==> src/rtl/core/rdc_pkg.sv <==
// Shared types, constants and the reciprocal table for the radix digit conversion unit.
`default_nettype none
package rdc_pkg;

   localparam int VALUE_W  = 32;
   localparam int RESULT_W = 64;
   localparam int DIGIT_W  = 4;
   localparam int RECIP_W  = 35;
   localparam int DIV_SHIFT = 35;
   localparam int PROD_W   = VALUE_W + RECIP_W;

   localparam logic [DIGIT_W-1:0] DEC_BASE  = 4'd10;
   localparam logic [DIGIT_W-1:0] RADIX_MIN = 4'd2;
   localparam logic [DIGIT_W-1:0] RADIX_MAX = 4'd10;

   localparam logic FUNC_TO_BINARY = 1'b0;
   localparam logic FUNC_TO_DIGITS = 1'b1;

   typedef struct packed {
      logic load;
      logic mul_en;
      logic div_en;
      logic mac_en;
   } ctrl_type;

   // ceil(2^35 / d): exact quotient for every dividend up to 2^31
   function automatic logic [RECIP_W-1:0] recip(input logic [DIGIT_W-1:0] d);
      logic [RECIP_W-1:0] r;
      case (d)
         4'd2:    r = 35'd17179869184;
         4'd3:    r = 35'd11453246123;
         4'd4:    r = 35'd8589934592;
         4'd5:    r = 35'd6871947674;
         4'd6:    r = 35'd5726623062;
         4'd7:    r = 35'd4908534053;
         4'd8:    r = 35'd4294967296;
         4'd9:    r = 35'd3817748708;
         default: r = 35'd3435973837;
      endcase
      return r;
   endfunction

endpackage
`default_nettype wire

==> src/rtl/core/rdc_digit_unit.sv <==
// Digit extraction: reciprocal multiply, then quotient and remainder of a small divisor.
`default_nettype none
module rdc_digit_unit (
   input  wire logic                          clock,
   input  wire rdc_pkg::ctrl_type             ctrl,
   input  wire logic [rdc_pkg::VALUE_W-1:0]   mag_init,
   input  wire logic [rdc_pkg::DIGIT_W-1:0]   src,
   output logic      [rdc_pkg::DIGIT_W-1:0]   digit,
   output logic                               quot_zero
);
   import rdc_pkg::*;

   logic [VALUE_W-1:0] mag_ff;
   logic [PROD_W-1:0]  prod_ff;
   logic [DIGIT_W-1:0] digit_ff;

   logic [VALUE_W-1:0]   quot;
   logic [2*DIGIT_W-1:0] qs_low;
   logic [PROD_W-1:0]    prod_in;

   assign prod_in   = {{RECIP_W{1'b0}}, mag_ff} * {{VALUE_W{1'b0}}, recip(src)};
   assign quot      = prod_ff[PROD_W-1:DIV_SHIFT];
   // remainder is below the divisor, so four low bits are enough
   assign qs_low    = {{DIGIT_W{1'b0}}, quot[DIGIT_W-1:0]} * {{DIGIT_W{1'b0}}, src};
   assign quot_zero = (quot == '0);
   assign digit     = digit_ff;

   always_ff @(posedge clock) begin
      if (ctrl.load) begin
         mag_ff <= mag_init;
      end else if (ctrl.div_en) begin
         mag_ff   <= quot;
         digit_ff <= mag_ff[DIGIT_W-1:0] - qs_low[DIGIT_W-1:0];
      end
      if (ctrl.mul_en) begin
         prod_ff <= prod_in;
      end
   end

endmodule
`default_nettype wire

==> src/rtl/core/rdc_mac_unit.sv <==
// Weighted digit accumulator with saturation against the signed 64-bit limit.
`default_nettype none
module rdc_mac_unit (
   input  wire logic                          clock,
   input  wire rdc_pkg::ctrl_type             ctrl,
   input  wire logic [rdc_pkg::DIGIT_W-1:0]   digit,
   input  wire logic [rdc_pkg::DIGIT_W-1:0]   dst,
   input  wire logic [rdc_pkg::RESULT_W-1:0]  lim,
   output logic      [rdc_pkg::RESULT_W-1:0]  acc,
   output logic                               ovf
);
   import rdc_pkg::*;

   logic [RESULT_W-1:0] acc_ff;
   logic [RESULT_W-1:0] w_ff;
   logic                w_big_ff;
   logic                ovf_ff;

   logic [RESULT_W+DIGIT_W-1:0]   term;
   logic [RESULT_W+DIGIT_W:0]     sum;
   logic [RESULT_W+DIGIT_W-1:0]   w_next;

   assign term   = {{DIGIT_W{1'b0}}, w_ff} * {{RESULT_W{1'b0}}, digit};
   assign sum    = {{(DIGIT_W+1){1'b0}}, acc_ff} + {1'b0, term};
   assign w_next = {{DIGIT_W{1'b0}}, w_ff} * {{RESULT_W{1'b0}}, dst};
   assign acc    = acc_ff;
   assign ovf    = ovf_ff;

   always_ff @(posedge clock) begin
      if (ctrl.load) begin
         acc_ff   <= '0;
         w_ff     <= RESULT_W'(1);
         w_big_ff <= 1'b0;
         ovf_ff   <= 1'b0;
      end else if (ctrl.mac_en) begin
         if (digit != '0) begin
            // weight already past the limit: any nonzero digit overflows
            if (w_big_ff || (sum > {{(DIGIT_W+1){1'b0}}, lim})) begin
               ovf_ff <= 1'b1;
            end else if (!ovf_ff) begin
               acc_ff <= sum[RESULT_W-1:0];
            end
         end
         if (!w_big_ff) begin
            if (w_next > {{DIGIT_W{1'b0}}, lim}) begin
               w_big_ff <= 1'b1;
            end else begin
               w_ff <= w_next[RESULT_W-1:0];
            end
         end
      end
   end

endmodule
`default_nettype wire

==> src/rtl/core/radix_digit_conversion_unit.sv <==
// Top level: sequencer driving the digit unit and the accumulator.
//
//  port group | direction | handshake            | payload
//  req_       | in        | start, busy          | req_func, req_value, req_radix
//  rsp_       | out       | rsp_valid (strobe)   | rsp_result, rsp_overflow
//
// After acceptance a request runs S_MUL and S_DIV once per source digit (1 to 32
// digits) on the shared multiplier, then S_FIN and S_DONE, then the result strobe.
// The result strobe lasts one cycle, and busy drops in that same cycle.
// Synchronous reset returns the sequencer to idle and drops any pending result.
// The receiver cannot stall: results are never held back.
`default_nettype none
module radix_digit_conversion_unit (
   input  wire logic                          clock,
   input  wire logic                          reset,
   input  wire logic                          start,
   output logic                               busy,
   input  wire logic                          req_func,
   input  wire logic signed [rdc_pkg::VALUE_W-1:0] req_value,
   input  wire logic [rdc_pkg::DIGIT_W-1:0]   req_radix,
   output logic                               rsp_valid,
   output logic signed [rdc_pkg::RESULT_W-1:0] rsp_result,
   output logic                               rsp_overflow
);
   import rdc_pkg::*;

   typedef enum logic [2:0] {
      S_IDLE,
      S_MUL,
      S_DIV,
      S_FIN,
      S_DONE
   } state_type;

   state_type           state_ff;
   logic                have_ff;
   logic                func_ff;
   logic                neg_ff;
   logic [DIGIT_W-1:0]  radix_ff;
   logic                rsp_valid_ff;
   logic [RESULT_W-1:0] rsp_result_ff;
   logic                rsp_overflow_ff;

   ctrl_type            ctrl;
   logic [DIGIT_W-1:0]  radix_in;
   logic [VALUE_W-1:0]  mag_init;
   logic [DIGIT_W-1:0]  src;
   logic [DIGIT_W-1:0]  dst;
   logic [RESULT_W-1:0] lim;
   logic [DIGIT_W-1:0]  digit;
   logic                quot_zero;
   logic [RESULT_W-1:0] acc;
   logic                ovf;
   logic [RESULT_W-1:0] mag_out;

   assign radix_in = (req_radix < RADIX_MIN) ? RADIX_MIN :
                     (req_radix > RADIX_MAX) ? RADIX_MAX : req_radix;
   // two's complement negate also gives 2^31 for the most negative value
   assign mag_init = req_value[VALUE_W-1] ? (~req_value + VALUE_W'(1)) : req_value;

   assign src = (func_ff == FUNC_TO_DIGITS) ? radix_ff : DEC_BASE;
   assign dst = (func_ff == FUNC_TO_DIGITS) ? DEC_BASE : radix_ff;
   assign lim = {1'b0, {(RESULT_W-1){1'b1}}} + RESULT_W'(neg_ff);

   always_comb begin
      ctrl.load   = (state_ff == S_IDLE) && start;
      ctrl.mul_en = (state_ff == S_MUL);
      ctrl.div_en = (state_ff == S_DIV);
      ctrl.mac_en = ((state_ff == S_MUL) && have_ff) || (state_ff == S_FIN);
   end

   rdc_digit_unit u_digit (
      .clock     (clock),
      .ctrl      (ctrl),
      .mag_init  (mag_init),
      .src       (src),
      .digit     (digit),
      .quot_zero (quot_zero)
   );

   rdc_mac_unit u_mac (
      .clock (clock),
      .ctrl  (ctrl),
      .digit (digit),
      .dst   (dst),
      .lim   (lim),
      .acc   (acc),
      .ovf   (ovf)
   );

   assign mag_out = ovf ? lim : acc;

   always_ff @(posedge clock) begin
      if (reset) begin
         state_ff     <= S_IDLE;
         have_ff      <= 1'b0;
         rsp_valid_ff <= 1'b0;
      end else begin
         rsp_valid_ff <= 1'b0;
         case (state_ff)
            S_IDLE: begin
               if (start) begin
                  func_ff  <= req_func;
                  neg_ff   <= req_value[VALUE_W-1];
                  radix_ff <= radix_in;
                  have_ff  <= 1'b0;
                  state_ff <= S_MUL;
               end
            end
            S_MUL: begin
               state_ff <= S_DIV;
            end
            S_DIV: begin
               have_ff  <= 1'b1;
               state_ff <= quot_zero ? S_FIN : S_MUL;
            end
            S_FIN: begin
               state_ff <= S_DONE;
            end
            S_DONE: begin
               rsp_result_ff   <= neg_ff ? (~mag_out + RESULT_W'(1)) : mag_out;
               rsp_overflow_ff <= ovf;
               rsp_valid_ff    <= 1'b1;
               state_ff        <= S_IDLE;
            end
            default: begin
               state_ff <= S_IDLE;
            end
         endcase
      end
   end

   assign busy         = (state_ff != S_IDLE);
   assign rsp_valid    = rsp_valid_ff;
   assign rsp_result   = rsp_result_ff;
   assign rsp_overflow = rsp_overflow_ff;

endmodule
`default_nettype wire

==> config.mk <==
export PLATFORM = sky130hd
export DESIGN_NAME = radix_digit_conversion_unit
export DESIGN_NICKNAME = d
export VERILOG_FILES = /design/src/rtl/core/rdc_pkg.sv /design/src/rtl/core/rdc_digit_unit.sv /design/src/rtl/core/rdc_mac_unit.sv /design/src/rtl/core/radix_digit_conversion_unit.sv
export SDC_FILE = /design/constraint.sdc
export NUM_CORES = 2
export LEC_CHECK = 0
export ABC_AREA = 1
export BUFFER_PORTS_ARGS = -buffer_cell sky130_fd_sc_hd__clkbuf_2
export CAP_MARGIN = 40
export CORE_AREA = 2 2 517 519
export CTS_CLUSTER_DIAMETER = 50
export DETAILED_ROUTE_END_ITERATION = 6
export DIE_AREA = 0 0 519 521
export HOLD_SLACK_MARGIN = 0.15
export PLACE_DENSITY = 0.38
export SYNTH_ARGS = -nofsm -noshare
export SYNTH_HDL_FRONTEND = slang
export SYNTH_HIERARCHICAL = 1
export SYNTH_SLANG_ARGS = --single-unit
export TNS_END_PERCENT = 1
==> constraint.sdc <==
create_clock -name clock -period 11.5 [get_ports clock]
set_clock_uncertainty 0.05 [all_clocks]
set_input_delay 0 -clock clock [delete_from_list [all_inputs] [get_ports clock]]
set_output_delay 0 -clock clock [all_outputs]
set_load 0.02 [all_outputs]
### After elaboration in Yosys (flattened, before gate mapping)

Memory sizes are Yosys's and may differ from the RTL's.
Cells that the tools add are included.

* bits of input ports: 40
* logic and storage cells: 77
* memory bits (read-only): 560
* flip-flop bits (word level): 309
* memories kept: 1

* $mul: 4
* eq/ne operators: 5
* reduce and logical (&&, ||, !) cells: 18
* $lt $le $gt $ge: 4
* bitwise logic cells: 8
* multiplexer cells: 16
* $add $sub $neg: 5

Memories
* (no name shown): words 16, width 35, rd ports 1, clocked after Yosys merged registers in 0, write ports 0, RTL line rdc_pkg.sv:29 `case (d)`

Operator list (count)
* multiplier 64 x 4 -> 68 bit: 2
* two-way mux 64 bit: 2
* two-way mux 32 bit: 3
* adder 64 x 68 -> 69 bit: 1
* > comparator 69 x 64 -> 1 bit: 1
* > comparator 68 x 64 -> 1 bit: 1
* multiplier 32 x 35 -> 67 bit: 1
* adder 63 x 1 -> 64 bit, first input constant: 1
* adder 64 x 1 -> 64 bit, second input constant: 1
* NOT 64 bit: 1
* adder 32 x 2 -> 32 bit, second input constant: 1
* logical NOT 32 bit: 1
* NOT 32 bit: 1
* two-way mux 4 bit: 3
* case mux 3 bit (4 select lines): 1
* AND reduction 3 bit: 3
* == test 3 x 2 -> 1 bit, second input constant: 2
* NOT 1 bit: 6
* AND reduction 2 bit: 3
* > comparator 4 bit, second input constant: 1
* < comparator 4 x 2 -> 1 bit, second input constant: 1
* multiplier 4 x 4 -> 4 bit: 1
* two-way mux 1 bit: 4
* AND reduction 4 bit: 1
* 14 further kinds: 17

### Logic depth before layout (Yosys ltp)

* depth in word-level cells: 6
* mapped depth: 45

### By module

The synthesis kept the hierarchy.

By module, submodules not included
* rdc_digit_unit: sequential area each 2042.0 um^2, area each 30299.1 um^2, cells an instance 3615, instances 1
* rdc_mac_unit: sequential area each 2602.5 um^2, area each 28902.7 um^2, cells an instance 4580, instances 1
* radix_digit_conversion_unit: sequential area each 2232.1 um^2, area each 6645.1 um^2, cells an instance 1060, instances 1

### Least setup slack after synthesis

No wires, ideal clock.

* kind: register to register
* start: reg func_ff
* end: reg u_digit.prod_ff[64] (data pin)
* required time: 11198 ps
* arrival time: 7558 ps
* stages on the path, launching flop included: 36
* path slack: 3640 ps
* cell sequence: edfxtp_1 > nand2_1 > inv_1 > ha_1 > inv_1 > o21ai_0 > o21ai_0 > clkinv_1 > clkbuf_1 > nand2_1 > fa_1 > inv_1 > fa_1 > fa_1 > inv_1 > fa_1 > inv_1 > fa_1 > fa_1 > fa_1 > inv_1 > fa_1 > inv_1 > ha_1 > nand2_1 > nor2_1 > inv_1 > nor2_1 > inv_1 > nor2_1 > and3_1 > nand2_1 > nand2_1 > nand2_1 > nand3_1 > nand2_1

* cells in the longest elaborated chain, start to end: 3

Ends and longest elaborated chain
* start, declared: RTL line radix_digit_conversion_unit.sv:37 `logic func_ff;`
* start signal, assigned: RTL line radix_digit_conversion_unit.sv:103 `func_ff <= req_func;`
* two-way mux 4 bit: RTL line radix_digit_conversion_unit.sv:61 `assign src = (func_ff == FUNC_TO_DIGITS) ? radix_ff : DEC_BASE;`
* named net src[1]: RTL line radix_digit_conversion_unit.sv:47 `logic [DIGIT_W-1:0] src;`
* memory (16 x 35 bit)
* multiplier 32 x 35 -> 67 bit: RTL line rdc_digit_unit.sv:21 `assign prod_in = {{RECIP_W{1'b0}}, mag_ff} * {{VALUE_W{1'b0}}, recip(src)};`
* named net u_digit.prod_in[64]: RTL line rdc_digit_unit.sv:19 `logic [PROD_W-1:0] prod_in;`
* end signal, assigned: RTL line rdc_digit_unit.sv:36 `prod_ff <= prod_in;`
* end, declared: RTL line rdc_digit_unit.sv:14 `logic [PROD_W-1:0] prod_ff;`

The timed path passes the listed nets, and every way through them passes these cells.
A chain may end at the register's enable or synchronous reset.

### Worst setup path after layout

* start: reg func_ff
* end: reg u_digit.prod_ff[44] (data pin)

The elaborated chain is that of the path after synthesis.

==> metrics.txt <==
run status=completed; CP Launch Type=flop; synthesized area=65800 um^2; Post-Syn Instances=around 9300; Num CTS Buffers=approximately 60; routed via count=~58000; clk_lat worst skew=720 ps; final period utilization=85.3%; yosys warns=6; fmax=roughly 100 MHz; area share of the largest cell type after synthesis=31.5%; critical path type=reg2reg; Core Area=264000 um^2; worst slew pin tran=roughly 970 ps; Reg area=between 6000 and 7000 um^2; clk slew on worst S/H paths=approximately 60 ps; Worst Path Required=about 12000 ps; final max-slew violation count=0; number of setup violations in the final report=0; # IOs=around 110; CP bufs+invs=13; TritonCTS sink count=about 270; Hold Crit Class=in2reg; final HPWL from detailed placement=249000 um; final setup margin=between 1500 and 2000 ps; Die H=approximately 520 um; Port Buffers=~110; Routed wire per std cell=around 22 um; Post-synth EDFFs=139; CP most frequent cell=inv_1; post-route setup TNS=0 ps; grt ovf=0; worst-path maximum fanout=11; Max-Cap Viols=0; syn_area_per_cell=~7 um^2; FFs w/ async S/R, synth=0%; Fin. Hold Viols=0; worst endpoint data arrival time=~10000 ps; Post-synth top flop=edfxtp_1; vias in the first global route=about 61000; routability cong.=0.928; DR pass1 iterations=5; GRT Total Usage=21.3%; vias per cell=4.51; Crit path largest cell delay=between 600 and 700 ps; initial antenna violation count=3; Rows=~190; Die Span X=between 500 and 600 um; Worst path top cell family by delay=adder cells; RSZ-0062 raised after global routing=false; Residual DRC=0; dpl cell area=a little over 70000 um^2; initial core utilization=between 20% and 30%; register area share after synthesis=a little over a tenth; routed wire length=between 200000 and 300000 um; crit path capture type=flop; Die ar.=270000 um^2; Final ANT Viol Nets=0; H-tree depth=2; Syn Nets=~11000; Yosys cell types=between 50 and 60; multi-input logic area=approximately 50000 um^2; Final nets=10958; share of cells above drive strength 1=5.14%; first-pass GRT wire length=421000 um; pre-CTS setup slack=around 1900 ps; pin count of the biggest net entering global routing=80; Layout fillers=around 30000; CTS resizes=0; Longest Clk Path Bufs=3; Starting DRT DRC Count=around 4400; Layout area overhead=11.7%; ranking of synthesized cells by area=fa_1 (31%), inv_1 (13%), nand2_1 (13%); CTS tree=yes; Slew HR=around 35%; Max stage delay cell, worst path=fa_1; flops & latches, synth=around 270; fin area=about 74000 um^2; Synth area leader=fa_1; root buf cell=clkbuf_16; Period minus WS final=slightly below 10000 ps
[metal layers]
layer | share of wire (%) | up-vias | track usage, %
met1 | 48 | 28810 | 30.3
met4 | 2.8 | 4 | 5.30
met3 | 6.3 | 279 | 3.79
met5 | 0.010 | - | 0
li1 | - | 27553 | -
met2 | 43 | 1639 | 33.0
[kinds of logic after synthesis]
| logic type | count (synthesis) | share of synthesized area [%] |
|---|---|---|
| buffers and inverters | 2589 | 15.1 |
| adders and majority gates | 1594 | 42.1 |
| and+or+nand+nor | 3844 | 23.5 |
| muxes | 1 | 0.0171 |
| DFF | 274 | 10.4 |
| AOI/OAI and AO/OA | 778 | 6.56 |
| xor gates and xnor gates | 175 | 2.33 |
[layout by cell type (no fill, tap or decap), types with 106 or more instances in the layout]
master    netlist  layout
a21oi_1       357     357
clkbuf_2        0     106
dfxtp_1       135     135
edfxtp_1      139     139
fa_1         1036    1036
ha_1          558     558
inv_1        2281    2280
nand2_1      2214    2212
nand3_1       235     235
nor2_1       1111    1108
o21ai_0       232     231
xor2_1        124     124
[layout make-up]
| type | instances | area share (%) |
|---|---|---|
| Antenna cell | 3 | 0.0102 |
| Timing Repair Buffer | 286 | 3.28 |
| Inverter | 2311 | 11.8 |
| Tap cell | 3533 | 6.01 |
| Clock inverter | 48 | 0.728 |
| Clock buffer | 63 | 2.03 |
| Sequential cell | 274 | 9.35 |
| Multi-Input combinational cell | 6392 | 66.8 |
[metrics by stage]
| step | utilization (%) | cells | hold WS (ps) |
|---|---|---|---|
| after CTS | 27.8 | 12907 | 181 |
| after global placement | 26.6 | 12701 | 268 |
| after global routing | 27.8 | 12908 | 261 |
| after detailed placement | 26.8 | 12720 | 266 |
| final | 27.8 | 12910 | 218 |
| after floorplan | - | 9255 | 19.1 |
[synth_stat cells (all sizes together) (80+ instances only)]
| cell | instances |
|---|---|
| dfxtp | 135 |
| nand3 | 240 |
| ha | 558 |
| o21ai | 261 |
| fa | 1036 |
| inv | 2305 |
| clkbuf | 198 |
| nand2 | 2245 |
| xor2 | 124 |
| nor2 | 1184 |
| edfxtp | 139 |
| buf | 80 |
| a21oi | 361 |
[worst paths after layout]
kind	cells after the start	endpoint	slack, ps	start
setup reg to reg	36	u_digit/prod_ff[44]$_DFFE_PP_	1690	func_ff$_DFFE_PP_
setup / recovery	36	u_digit/prod_ff[44]$_DFFE_PP_	1690	func_ff$_DFFE_PP_
hold / removal	5	have_ff$_SDFFE_PP0P_	220	start
hold reg to reg	2	have_ff$_SDFFE_PP0P_	460	have_ff$_SDFFE_PP0P_
[tightest hold or removal path, cell delays in order]
cell and delay (ps):
dlygate4sd3_1 570, clkbuf_2 110, nand2_1 90, a21oi_1 70, nor2_1 80
[flip-flops by register name, indices dropped and copies added (netlist names), 3 cells and up]
name and cells:
radix_ff 4, rsp_result 64, state_ff 3, u_digit/digit 4, u_digit/mag_ff 32, u_digit/prod_ff 32
u_mac/acc 64, u_mac/w_ff 64
[repair_timing]
action	CTS	global route
endpoints found under the hold margin	52	0
setup buffers	0	0
hold buffers	76	0
Power is left out: the tool's default activity adds up to more than one toggle a clock period on the data nets, which glitch-free logic cannot reach.
